`src/rtl/kci_pkg.sv`:
```
package kci_pkg;

    localparam int MAX_ENTRIES     = 256;
    localparam int ID_W            = $clog2(MAX_ENTRIES);
    localparam int CODE_LENGTH_MAX = 512;
    localparam int POS_W           = 9;
    localparam int FRAGMENT_DIM    = 16;
    localparam int VAL_W           = 4;
    localparam int MAX_K           = 8;
    localparam int LANES           = 64;
    localparam int GROUPS          = MAX_ENTRIES / LANES;
    localparam int GRP_W           = $clog2(GROUPS);
    localparam int CNT_W           = 10;
    localparam int Q_W             = 17;
    localparam int DVD_W           = CNT_W + 16;
    localparam int ADDR_W          = POS_W + VAL_W + GRP_W;

    typedef enum logic [0:0] {
        CFG_CODE_LENGTH     = 1'b0,
        CFG_NEIGHBOUR_COUNT = 1'b1
    } cfg_idx_t;

    typedef struct packed {
        logic [CNT_W-1:0] cnt;
        logic [ID_W-1:0]  id;
    } cell_ent_t;

    typedef struct packed {
        logic             start;
        logic [CNT_W-1:0] num;
        logic [CNT_W-1:0] den;
    } div_req_t;

endpackage

```
`src/rtl/kci_cell.sv`:
```
module kci_cell (
    input  logic              clk,
    input  logic              en,
    input  logic              valid,
    input  logic              keep_prev,
    input  kci_pkg::cell_ent_t prev_ent,
    input  kci_pkg::cell_ent_t cand,
    output logic              keep,
    output kci_pkg::cell_ent_t ent
);
    import kci_pkg::*;

    cell_ent_t ent_reg;

    // a held entry stays only if strictly better; ties let the later id in above it
    assign keep = valid && (ent_reg.cnt > cand.cnt);
    assign ent  = ent_reg;

    always_ff @(posedge clk)
    begin
        if (en && !keep)
        begin
            if (keep_prev)
                ent_reg <= cand;
            else
                ent_reg <= prev_ent;
        end
    end

endmodule

```
`config.mk`:
```
export PLATFORM = sky130hd
export DESIGN_NAME = kci_cell
export DESIGN_NICKNAME = d
export VERILOG_FILES = /design/src/rtl/kci_pkg.sv /design/src/rtl/kci_cell.sv
export SDC_FILE = /design/constraint.sdc
export NUM_CORES = 1
export LEC_CHECK = 0
export BUFFER_PORTS_ARGS = -buffer_cell sky130_fd_sc_hd__buf_2
export CAP_MARGIN = 30
export CORE_AREA = 2 2 53 55
export CTS_CLUSTER_SIZE = 25
export DETAILED_ROUTE_END_ITERATION = 10
export DIE_AREA = 0 0 55 57
export PLACE_DENSITY = 0.75
export SLEW_MARGIN = 15
export SYNTH_ARGS = -nofsm -noshare
export SYNTH_HDL_FRONTEND = slang
export SYNTH_SLANG_ARGS = --single-unit
```
`constraint.sdc`:
```
create_clock -name clk -period 2.8 [get_ports clk]
set_input_delay 0.28 -clock clk [delete_from_list [all_inputs] [get_ports clk]]
set_output_delay 0.28 -clock clk [all_outputs]
set_load 0.01 [all_outputs]
```
==> impl_metrics.toml <==
[cells_and_area]
layout_commonest_cell = "buf_2"
stdcell_count = 168
design_area_um2 = 1390
layout_common_cells = "58 x buf_2, 18 x mux2_2, 18 x edfxtp_1"
area_growth_pct = 33.69
fill_cells = 254
final_util = 0.5316
drive_above_1_share = 0.5985
layout.nets = 188
antennaDiodeCount = 0
multiInputGateArea_um2 = 445.4
seqCellArea_um2 = 540.5
largest_reg_flops = 18

[drt]
vias_per_cell = 4.780
drtIter0Drc = 4
antenna_left = 0
drc = 0
wl_per_cell_um = 12.61
vias = 803
drt-pass1-iter-count = 3
wl_mm = 2.118

[grt]
grt_max_degree = 19
gr-total-overflow = 0
grt_pass1_vias = 826
antenna_found_initial = 0
grtUsageTotal = 0.1526
grt_pass1_wl_mm = 3.422

[hold_path]
hp-start = "cand[3]"
worstHoldPathCells = 2
hp-class = "in -> reg"

[clock_tree]
cts_resized = 0
cts.sinks = 18
hold_buffers = 0
clk_latency_ns = 0.29
post_cts_buffers = 0
clk_pin_slew_ns = 0.10
cts_tree = "done"
clockBufferDepth = 2
htree_levels = 1
cts_root_buf = "clkbuf_4"
numCtsBuffers = 3

[setup_path]
crit_start = "ent[15]"
r2r-start = "ent[15]"
critPathBufInv = 1
cp_num_cells = 6
cp_top_family = "compound AO/OA/AOI/OAI gates"
path_cells = "ha_1, a211o_1, o211ai_2, nor4bb_1, a22o_1, buf_4"
crit_arrival_ns = 2.29
r2r_slack_ns = 0.51
end_kind = "register"
cp-start-kind = "register"
rr_worst_depth = 6
cpPeakStageDelay_ns = 0.42
crit_type = "reg -> reg"
crit_fanout = 10
cp.required_ns = 2.80
r2r-end = "ent[0]"
crit_end = "ent[0]"
cp_slowest_cell = "edfxtp_1"

[yosys]
avgSynthCellArea_um2 = 13.68
synth-seq-area-share = 0.5199
synthesis.nets = 126
ys_ff_latch = 18
synth_warnings = 0
synthesis.area_um2 = 1040
netlist_instances = 76
ys_types = 19

[floorplan]
die_x_um = 55
initial_core_util = 0.3976
io_pins = 59
die_y_um = 57
rows = 19
core_um2 = 2615
die-area_um2 = 3135

[timing]
layout_setup_ws_ns = 0.5118
fmax_mhz = 437.0
hold_slack_ns = 0.2784
fin_crit_ns = 2.288
worstMarginPinSlew_ns = 0.4146
timing.final.crit_share = 0.8172
maxSlewViolCount = 0
fin_setup_tns_ns = 0
hold_viol = 0
skew_ns = 0.008364
finalSetupViolCount = 0
slew_headroom = 0.7236
rsz0062_at_grt = "no"

[pwr]
ir_drop_mv = 0.3097
swShare = 0.2692
clockPowerShare = 0.203
powerDensity_nw_per_um2 = 461.9
fin_total_pwr_mw = 0.6421
power.switching_mw = 0.1728
intPower_mw = 0.4693
p_comb_frac = 0.259
p_seq_frac = 0.538
power_leakage_nw = 0.6654

[placement]
place_ws_ns = 0.4931
dp.cells = 164
place.port_buffers = 58
place_area_um2 = 1364
place.gp.congestion = 0.6950

[outcome]
status = "complete, no violations"

[run]
max_cap_viol_count = 0
==> cells in the mapped netlist, drive strengths merged <==
library cell | count | area (µm²)
a31oi | 1 | 6.260
nor4bb | 1 | 10.01
o31ai | 1 | 7.510
ha | 10 | 125.1
o21ai | 1 | 5.000
a21oi | 2 | 10.01
buf | 2 | 12.51
nor2 | 1 | 3.750
a22o | 1 | 8.760
a211o | 1 | 8.760
nand2b | 2 | 12.51
edfxtp | 18 | 540.5
nand4 | 2 | 12.51
mux2 | 18 | 202.7
o211ai | 1 | 12.51
a211oi | 1 | 12.51
inv | 11 | 41.29
nand2 | 2 | 7.510
==> metal layers <==
metal  part of all wire  track usage
met1               0.38       0.1823
met2               0.52       0.2568
met3              0.090      0.03665
met4             0.0094      0.06272
met5                  0            0
==> power by group through the flow <==
stage | registers, mW | clock network (mW) | logic (mW)
6_report | 0.345 | 0.131 | 0.166
5_1_grt | 0.349 | 0.142 | 0.187
4_1_cts | 0.346 | 0.134 | 0.169
3_5_place_dp | 0.352 | 0 | 0.168
3_3_place_gp | 0.352 | 0 | 0.163
2_1_floorplan | 0.367 | 0 | 0.0791
==> logic make-up after synthesis <==
family	count (synthesis)	synth area share
AOI/OAI and AO/OA	9	0.06859
adders and majority gates	10	0.1203
buffers and inverters	13	0.05174
DFF	18	0.5199
muxes	18	0.1949
and+or+nand+nor	8	0.04452
==> area by class of cell <==
class | count | share of cell area
clock inverters | 1 | 0.002700
inverters | 11 | 0.02970
repair buffers | 59 | 0.2142
well taps | 31 | 0.02790
multi-input cells | 45 | 0.3204
clock buffers | 3 | 0.01620
flip-flops and latches | 18 | 0.3888
==> how the worst min path moves through the flow <==
| stage | slack (ns) | to |
|---|---|---|
| 4_1_cts | 0.27 | ent[3] |
| 3_3_place_gp | 0.58 | ent[0] |
| 6_report | 0.28 | ent[3] |
| 2_1_floorplan | 0.50 | ent[10] |
| 3_5_place_dp | 0.58 | ent[17] |
| 5_1_grt | 0.28 | ent[1] |
Note: power is estimated with default switching activity, not from simulation.
