**config.mk**
```make
export PLATFORM = sky130hd
export DESIGN_NAME = kci_div
export DESIGN_NICKNAME = d
export VERILOG_FILES = /design/src/rtl/kci_pkg.sv /design/src/rtl/kci_div.sv
export SDC_FILE = /design/constraint.sdc
export NUM_CORES = 1
export LEC_CHECK = 0
export ABC_CLOCK_PERIOD_IN_PS = 3180
export BUFFER_PORTS_ARGS = -buffer_cell sky130_fd_sc_hd__buf_2
export CAP_MARGIN = 0
export CORE_MARGIN = 2
export CORE_UTILIZATION = 55
export DETAILED_ROUTE_END_ITERATION = 7
export PLACE_DENSITY = 0.76
export SLEW_MARGIN = 20
export SYNTH_ARGS = -nofsm -noshare
export SYNTH_HDL_FRONTEND = slang
export SYNTH_SLANG_ARGS = --single-unit
export TNS_END_PERCENT = 1
```
**constraint.sdc**
```tcl
create_clock -name clk -period 3.18 [get_ports clk]
set_input_delay 0.636 -clock clk [delete_from_list [all_inputs] [get_ports clk]]
set_output_delay 0.636 -clock clk [all_outputs]
set_load 0.01 [all_outputs]
```
**src/rtl/kci_pkg.sv**
```systemverilog
package kci_pkg;

    localparam int MAX_ENTRIES     = 256;
    localparam int ID_W            = $clog2(MAX_ENTRIES);
    localparam int CODE_LENGTH_MAX = 512;
    localparam int POS_W           = 9;
    localparam int FRAGMENT_DIM    = 16;
    localparam int VAL_W           = 4;
    localparam int MAX_K           = 8;
    localparam int LANES           = 64;
    localparam int GROUPS          = MAX_ENTRIES / LANES;
    localparam int GRP_W           = $clog2(GROUPS);
    localparam int CNT_W           = 10;
    localparam int Q_W             = 17;
    localparam int DVD_W           = CNT_W + 16;
    localparam int ADDR_W          = POS_W + VAL_W + GRP_W;

    typedef enum logic [0:0] {
        CFG_CODE_LENGTH     = 1'b0,
        CFG_NEIGHBOUR_COUNT = 1'b1
    } cfg_idx_t;

    typedef struct packed {
        logic [CNT_W-1:0] cnt;
        logic [ID_W-1:0]  id;
    } cell_ent_t;

    typedef struct packed {
        logic             start;
        logic [CNT_W-1:0] num;
        logic [CNT_W-1:0] den;
    } div_req_t;

endpackage

```
**src/rtl/kci_div.sv**
```systemverilog
module kci_div (
    input  logic                    clk,
    input  logic                    rst_n,
    input  kci_pkg::div_req_t       req,
    output logic                    done,
    output logic [kci_pkg::Q_W-1:0] quot
);
    import kci_pkg::*;

    logic              busy_reg;
    logic              done_reg;
    logic [4:0]        step_reg;
    logic [CNT_W-1:0]  rem_reg;
    logic [DVD_W-1:0]  dvd_reg;
    logic [Q_W-1:0]    quo_reg;
    logic [CNT_W-1:0]  den_reg;
    logic [CNT_W:0]    trial;

    assign trial = {rem_reg, dvd_reg[DVD_W-1]};
    assign done  = done_reg;
    assign quot  = quo_reg;

    always_ff @(posedge clk or negedge rst_n)
    begin
        if (!rst_n)
        begin
            busy_reg <= 1'b0;
            done_reg <= 1'b0;
            step_reg <= '0;
        end
        else
        begin
            done_reg <= 1'b0;
            if (req.start)
            begin
                busy_reg <= 1'b1;
                step_reg <= '0;
                rem_reg  <= '0;
                quo_reg  <= '0;
                dvd_reg  <= {req.num, 16'b0};
                den_reg  <= req.den;
            end
            else if (busy_reg)
            begin
                // restoring division, one quotient bit per cycle
                if (trial >= {1'b0, den_reg})
                begin
                    rem_reg <= CNT_W'(trial - {1'b0, den_reg});
                    quo_reg <= {quo_reg[Q_W-2:0], 1'b1};
                end
                else
                begin
                    rem_reg <= trial[CNT_W-1:0];
                    quo_reg <= {quo_reg[Q_W-2:0], 1'b0};
                end
                dvd_reg  <= {dvd_reg[DVD_W-2:0], 1'b0};
                step_reg <= step_reg + 5'd1;
                if (step_reg == 5'(DVD_W - 1))
                begin
                    busy_reg <= 1'b0;
                    done_reg <= 1'b1;
                end
            end
        end
    end

endmodule

```
==> results by group, run 1 <==
Pwr
  – Sequential power share: 0.512
  – Comb pwr share: 0.171
  – Sw Share: 0.257
  – Psw: 568 uW
  – Static Leak: about 0.0018 uW
  – Total internal power: roughly 1600 uW
  – Power per cell area: between 500 and 600 nW/um^2
  – Clock network power share: 0.317
  – Max VDD drop: 0.000350 V

Worst setup path
  – CP cell instances: ha_1, o211ai_2, a21oi_2, o31ai_2, a41o_2, mux2_1, a211oi_2
  – Depth of the worst register-to-register path: 7
  – Crit-path max cell delay: around 0.43 ns
  – CP endpoint kind: flop
  – CP required: around 3.4 ns
  – Critical path fanouts, max: 13
  – Critical path arrival: about 2.7 ns
  – Nature of the critical path startpoint: flop
  – Buf/Inv on CP: 0
  – Slowest CP cell: edfxtp_1
  – Stages on worst setup path: 7
  – Delay-heaviest family, CP: compound AO/OA/AOI/OAI gates
  – CP Class: reg2reg

Flow run
  – Max Cap Viol: 0

Clocking
  – Hold-fix buffers at CTS: 0
  – Max clock buf depth: 2
  – # resized after CTS: 0
  – CTS clk-pin slew, worst paths: roughly 0.070 ns
  – Num Clock Sinks: 70
  – Clock Latency Late Sink: roughly 0.34 ns
  – TritonCTS buffer count: 9
  – H-tree depth: 3
  – CTS tree: built
  – Root buffer cell: clkbuf_8
  – Setup Fix Bufs, Post-CTS: 0

Timing
  – Max-slew violation count: 0
  – RSZ-0062 raised after global routing: no
  – Max Clock Freq: roughly 400 MHz
  – Final worst path period share: 0.795
  – Worst Tran Pin Value: 0.827 ns
  – Setup TNS: 0 ns
  – Final Critical Period: about 2.5 ns
  – Clk_skew: 0.0104 ns
  – Endpoints failing setup: 0
  – Worst slew slack as a fraction of its limit: 0.448
  – Final worst setup slack: 0.651 ns
  – Final hold viol count: 0

Hold path
  – Hold depth: 1
  – HP Class: in2reg

Final layout
  – Most common cell after layout, fill and taps aside: edfxtp_1
  – Fin nets: about 370
  – Ant diodes: 0
  – Fraction of layout cells with a size suffix above 1: 0.210
  – Commonest non-fill, non-tap cells in the layout: edfxtp_1 (63), nor2_1 (54), buf_2 (40)
  – Final Cell Area: 4020 um^2
  – Synthesis-to-layout area growth: 13.0%
  – Max FFs per register: 26

Synthesis
  – Number of synthesized flops with an enable pin: 63
  – Post-synthesis register bit count: 70
  – YS warnings: 0
  – Synth Net Count: between 300 and 400
  – Main synth FF type: edfxtp_1
  – Async set or reset register ratio after synthesis: 0.100
  – Cells after synthesis: between 200 and 300
  – Synthesized area per cell: about 12 um^2
  – Syn Std Cell Area: roughly 3600 um^2
  – Distinct cells, synth: 43
  – Post-synthesis sequential area ratio: 0.582

Placed design
  – Count of buffers from port buffering: 40
  – Post-Place Cell Area: ~3800 um^2
  – Post-place setup slack: between 0.6 and 0.7 ns
  – Placer Congestion: just under 0.9
  – DP HPWL: 4070 um

Route
  – Drt initial violations: between 100 and 150
  – Vias per cell: around 5.5
  – DRC: 0
  – DR vias: 2259
  – Wire per inst: about 14 um
  – DR pass1 iterations: 4
  – Final wirelength: 5900 um
  – Antenna viol nets, final: 0

Global routing
  – GRT overflow: 0
  – Number of global-route vias before repair: 2203
  – Total global-route track usage: 0.183
  – First-pass GRT wire length: approximately 10000 um
  – Largest net degree at the start of global routing: 47
  – Initial antenna violation count: 0

Floorplan
  – Core area: between 6000 and 7000 um^2
  – Ports: 41
  – Die height: roughly 84 um
  – Die area: roughly 7000 um^2
  – Initial Utilization: 0.563
  – Die X: between 80 and 90 um
  – Placement Rows: 29

Status
  – Outcome: finished, final reports clean
worst paths after layout:
kind                        startpoint          end  slack, ns
hold reg to reg            dvd_reg[24]  dvd_reg[25]       0.55
hold / removal                  req[6]   den_reg[6]       0.47
setup / recovery            rem_reg[1]   rem_reg[1]       0.65
setup reg to reg            rem_reg[1]   rem_reg[1]       0.65
max in group asynchronous        rst_n     busy_reg       2.21
min in group asynchronous        rst_n  step_reg[3]       0.54
layout make-up:
| cell class | count | area (um^2) |
|---|---|---|
| tap | 77 | 96.3 |
| timing repair buffer | 46 | 245 |
| clock inverter | 4 | 46.3 |
| fill | 527 | 2300 |
| inverter | 17 | 63.8 |
| clock buffer | 12 | 145 |
| sequential | 70 | 2070 |
| multi-input combinational | 185 | 1350 |
power groups by stage:
stage	clock (uW)	sequential, uW	combinational, uW
after floorplan	0	1150	287
after global placement	0	1150	369
after detailed placement	0	1150	381
after CTS	712	1130	380
after global routing	739	1140	428
final	700	1130	378
cells by family (layout without fill, tap and decap cells):
| logic type | after synthesis | count (layout) | share of synthesized area |
|---|---|---|---|
| buffers and inverters | 34 | 79 | 0.0384 |
| adders and majority gates | 13 | 13 | 0.0479 |
| and+or+nand+nor | 80 | 80 | 0.101 |
| DFF | 70 | 70 | 0.582 |
| AOI/OAI and AO/OA | 46 | 46 | 0.104 |
| xor gates and xnor gates | 9 | 9 | 0.0222 |
| muxes | 37 | 37 | 0.105 |
metrics by stage:
step | std cells | hold slack [ns] | total power (uW) | util
floorplan | 289 | 0.340 | 1430 | -
global placement | 395 | 0.518 | 1510 | 0.606
detailed placement | 395 | 0.531 | 1530 | 0.606
CTS | 411 | 0.449 | 2220 | 0.636
global route | 411 | 0.449 | 2310 | 0.636
finish | 411 | 0.466 | 2210 | 0.636
cell usage after synthesis (all sizes together) (3+ instances only):
library cell	number	area, um^2
edfxtp	63	1890
nor2	54	203
mux2i	35	350
inv	17	63.8
clkbuf	13	48.8
ha	12	150
a211oi	10	85.1
a21oi	9	52.6
a22o	9	78.8
dfrtp	7	175
nand2	6	22.5
xor2	5	43.8
buf	4	23.8
nand4	4	25.0
o21ai	4	20.0
xnor2	4	35.0
nand2b	3	18.8
nor2b	3	18.8
nor3	3	15.0
layer usage:
layer  GRT usage  part of all wire  vias to the layer above
met5           0                 0                        -
met4      0.0938             0.021                        0
met3      0.0433             0.044                       11
met2       0.259              0.42                       48
met1       0.264              0.51                     1068
li1            -                 -                     1132
No activity file was read; power rests on OpenSTA's default activity.
==> run 2, diff against run 1 <==
--- a/config.mk
+++ b/config.mk
@@ -5,11 +5,12 @@
 export SDC_FILE = /design/constraint.sdc
 export NUM_CORES = 1
 export LEC_CHECK = 0
-export ABC_CLOCK_PERIOD_IN_PS = 3180
+export ABC_AREA = 1
+export ABC_CLOCK_PERIOD_IN_PS = 2300
 export BUFFER_PORTS_ARGS = -buffer_cell sky130_fd_sc_hd__buf_2
 export CAP_MARGIN = 0
 export CORE_MARGIN = 2
-export CORE_UTILIZATION = 55
+export CORE_UTILIZATION = 53
 export DETAILED_ROUTE_END_ITERATION = 7
 export PLACE_DENSITY = 0.76
 export SLEW_MARGIN = 20
==> constraint.sdc (replaced) <==
create_clock -name clk -period 2.3 [get_ports clk]
set_input_delay 0.46 -clock clk [delete_from_list [all_inputs] [get_ports clk]]
set_output_delay 0.46 -clock clk [all_outputs]
set_load 0.01 [all_outputs]
==> run 2 against run 1 <==
Against the previous run: setup slack got worse by 0.44 ns; combinational power increased by 53%; total power is 47% higher; cell count increased by 19%; via count rose by 16%; first-iteration DRC count increased by 8.5%; hold slack lost 0.18 ns; area after synthesis is 2.7% higher; sequential cell count is the same; die area up 6.2%; clock skew fell by 0.0024 ns.
==> results by group, run 2 <==
Timing
  – Max-slew violation count: 0 (unchanged)
  – Worst slew slack as a fraction of its limit: 0.455 (+0.00734)
  – Max Clock Freq: 478 MHz (+21%)
  – Final hold viol count: 0 (unchanged)
  – Setup TNS: 0 ns (unchanged)
  – Clk_skew: 0.00798 ns (-0.00241 ns)
  – Endpoints failing setup: 0 (unchanged)
  – Worst Tran Pin Value: 0.814 ns (-0.0123 ns)
  – Final Critical Period: 2.09 ns (-0.439 ns)
  – RSZ-0062 raised after global routing: no
  – Final worst path period share: 0.909 (+0.114)

Global routing
  – Total global-route track usage: 0.205 (+0.0222)
  – Busiest grt layer: met2
  – Met3 GRT Util: 0.0531 (+0.00982)
  – Number of global-route vias before repair: 2580 (+17%)
  – First-pass GRT wire length: 11800 um (+15%)
  – GR Layer Usage met2: 0.310 (+0.0505)
  – Largest net degree at the start of global routing: 51 (+8.5%)
  – GRT overflow: 0 (unchanged)
  – Initial antenna violation count: 0 (unchanged)
  – Met1 Usage GRT: 0.277 (+0.0130)

Worst setup path
  – Critical path fanouts, max: 8 (-5)
  – Critical path arrival: 2.20 ns (-0.51 ns)
  – CP required: 2.40 ns (-0.96 ns)
  – Crit-path max cell delay: 0.43 ns (about the same)
  – CP cell instances: ha_1, nand2_1, nor2_2, nand3_1, nand4_2, buf_4, nand2_2, nand3_1, nand2_1
  – Nature of the critical path startpoint: flop
  – CP endpoint kind: flop
  – Slowest CP cell: edfxtp_1
  – CP Class: reg2reg

Floorplan
  – Core area: 6720 um^2 (+6.4%)
  – Die height: 87.0 um (+3.1%)
  – Die area: 7560 um^2 (+6.2%)
  – Ports: 41 (unchanged)
  – Placement Rows: 30 (+3.4%)
  – Die X: 87.0 um (+3.1%)
  – Initial Utilization: 0.543 (-0.0198)

Synthesis
  – Count leader, synth: inv_1
  – Synth Area in Compound Gates: 0.0977 (-0.00578)
  – Post-synthesis register bit count: 70 (unchanged)
  – Syn Std Cell Area: 3650 um^2 (+2.7%)
  – Yosys top cell by area: edfxtp_1
  – Synthesized area per cell: 10.1 um^2 (-18%)
  – Xor and xnor area share after synthesis: 0.00720 (-0.0150)
  – Synth top area share: 0.519 (-0.0139)
  – Simple-gate share of the synthesized area: 0.179 (+0.0773)
  – Synth Net Count: 399 (+23%)
  – Number of synthesized flops with an enable pin: 63 (unchanged)
  – Adder-Cell Fraction of Synth Area: 0.0466 (-0.00125)
  – Distinct cells, synth: 34 (-21%)
  – YS warnings: 0 (unchanged)
  – Proportion of synthesized area in mux cells: 0 (-0.105)
  – Main combinational cell family by area after synthesis: simple AND/OR/NAND/NOR gates
  – Post-synthesis sequential area ratio: 0.567 (-0.0152)
  – Main synth FF type: edfxtp_1
  – Top cells by count, synth: inv_1 (68), edfxtp_1 (63), nand2_1 (58)
  – Async set or reset register ratio after synthesis: 0.100 (unchanged)
  – Cells after synthesis: 363 (+26%)
  – Top area cells in the synthesized netlist: edfxtp_1 (52%), inv_1 (7.0%), nand2_1 (6.0%), o22ai_1 (5.1%), dfrtp_1 (4.8%)

Route
  – DR vias: 2620 (+16%)
  – DR pass1 iterations: 4 (unchanged)
  – Vias per cell: 5.34 (-2.9%)
  – Wire per inst: 14.5 um (+1.1%)
  – DRC: 0 (unchanged)
  – Antenna viol nets, final: 0 (unchanged)
  – Final wirelength: 7120 um (+21%)
  – Drt initial violations: 153 (+8.5%)

Clocking
  – CTS tree: built
  – Clock Latency Late Sink: 0.35 ns (about the same)
  – Num Clock Sinks: 70 (unchanged)
  – CTS clk-pin slew, worst paths: 0.08 ns (about the same)
  – H-tree depth: 3 (unchanged)
  – Max clock buf depth: 2 (unchanged)
  – TritonCTS buffer count: 9 (unchanged)
  – Hold-fix buffers at CTS: 0 (unchanged)
  – Root buffer cell: clkbuf_8
  – # resized after CTS: 0 (unchanged)
  – Setup Fix Bufs, Post-CTS: 0 (unchanged)

Placed design
  – Count of buffers from port buffering: 40 (unchanged)
  – Post-Place Cell Area: 3910 um^2 (+2.4%)
  – Placer Congestion: 0.864 (-0.71%)
  – DP HPWL: 4710 um (+16%)

Status
  – Outcome: finished, final reports clean

Pwr
  – Static Leak: 0.00189 uW (+2.7%)
  – Max VDD drop: 0.000567 V (+62%)
  – Power per cell area: 782 nW/um^2 (+42%)

Final layout
  – Ant diodes: 0 (unchanged)
  – Final Cell Area: 4140 um^2 (+3.0%)
  – Synthesis-to-layout area growth: 13.3%
  – Fraction of layout cells with a size suffix above 1: 0.226 (+0.0167)
  – Commonest non-fill, non-tap cells in the layout: inv_1 (68), edfxtp_1 (63), nand2_1 (58)
  – Max FFs per register: 26 (unchanged)
  – Layout fillers: 558 (+5.9%)
  – Fin nets: 442 (+21%)
  – Most common cell after layout, fill and taps aside: inv_1

Hold path
  – HP Class: in2reg

Flow run
  – Max Cap Viol: 0 (unchanged)
[run 2: worst paths after layout]
path,cells after the start,endpoint,from,slack [ns]
hold / removal,1,den_reg[7],req[7],0.28
hold reg to reg,1,dvd_reg[17],dvd_reg[16],0.54
max in group asynchronous,2,step_reg[0],rst_n,1.59
min in group asynchronous,2,step_reg[4],rst_n,0.29
setup / recovery,9,rem_reg[3],rem_reg[3],0.21
setup reg to reg,9,rem_reg[3],rem_reg[3],0.21
[run 2: logic make-up (layout without fill, tap and decap cells)]
logic type / count (synthesis) / in the layout
flip-flops: 70 / 70
AO/OA/AOI/OAI: 54 / 54
adder cells (fa/ha/maj): 13 / 13
XOR/XNOR: 3 / 3
buffers and inverters: 92 / 140
AND/OR/NAND/NOR: 131 / 131
[run 2: per-stage QoR]
stage	instances	hold slack [ns]	power (uW)	util	setup slack [ns]
after floorplan	363	0.164	2010	-	0.403
after global placement	475	0.498	2130	0.582	0.228
after detailed placement	475	0.527	2150	0.582	0.208
after CTS	491	0.263	3270	0.615	0.203
after global routing	491	0.267	3400	0.615	0.0724
final	491	0.282	3240	0.615	0.210
[run 2: routing by layer]
| layer | vias up | share of wire |
|---|---|---|
| met3 | 9 | 0.048 |
| met1 | 1234 | 0.47 |
| met2 | 49 | 0.47 |
| li1 | 1328 | - |
| met5 | - | 0 |
| met4 | 0 | 0.015 |
[run 2: final cells by class]
type,instances,area [um^2],area share
clock buffers,10,128,0.0309
repair buffers,47,253,0.0611
multi-input cells,201,1200,0.291
inverters,77,289,0.0699
well taps,80,100,0.0242
clock inverters,6,93.8,0.0227
flip-flops and latches,70,2070,0.500
[run 2: worst max-delay path, delay by kind of cell, from the launching register on]
family        cells  cell delay [ns]
buf+inv           1             0.20
fa+ha+maj         1             0.39
simple gates      7             0.82
flops             1             0.43
[run 2: report_power, final]
group	internal, uW	switching (uW)
clock network	620	493
registers	1500	47.2
logic	222	355
total	2340	895
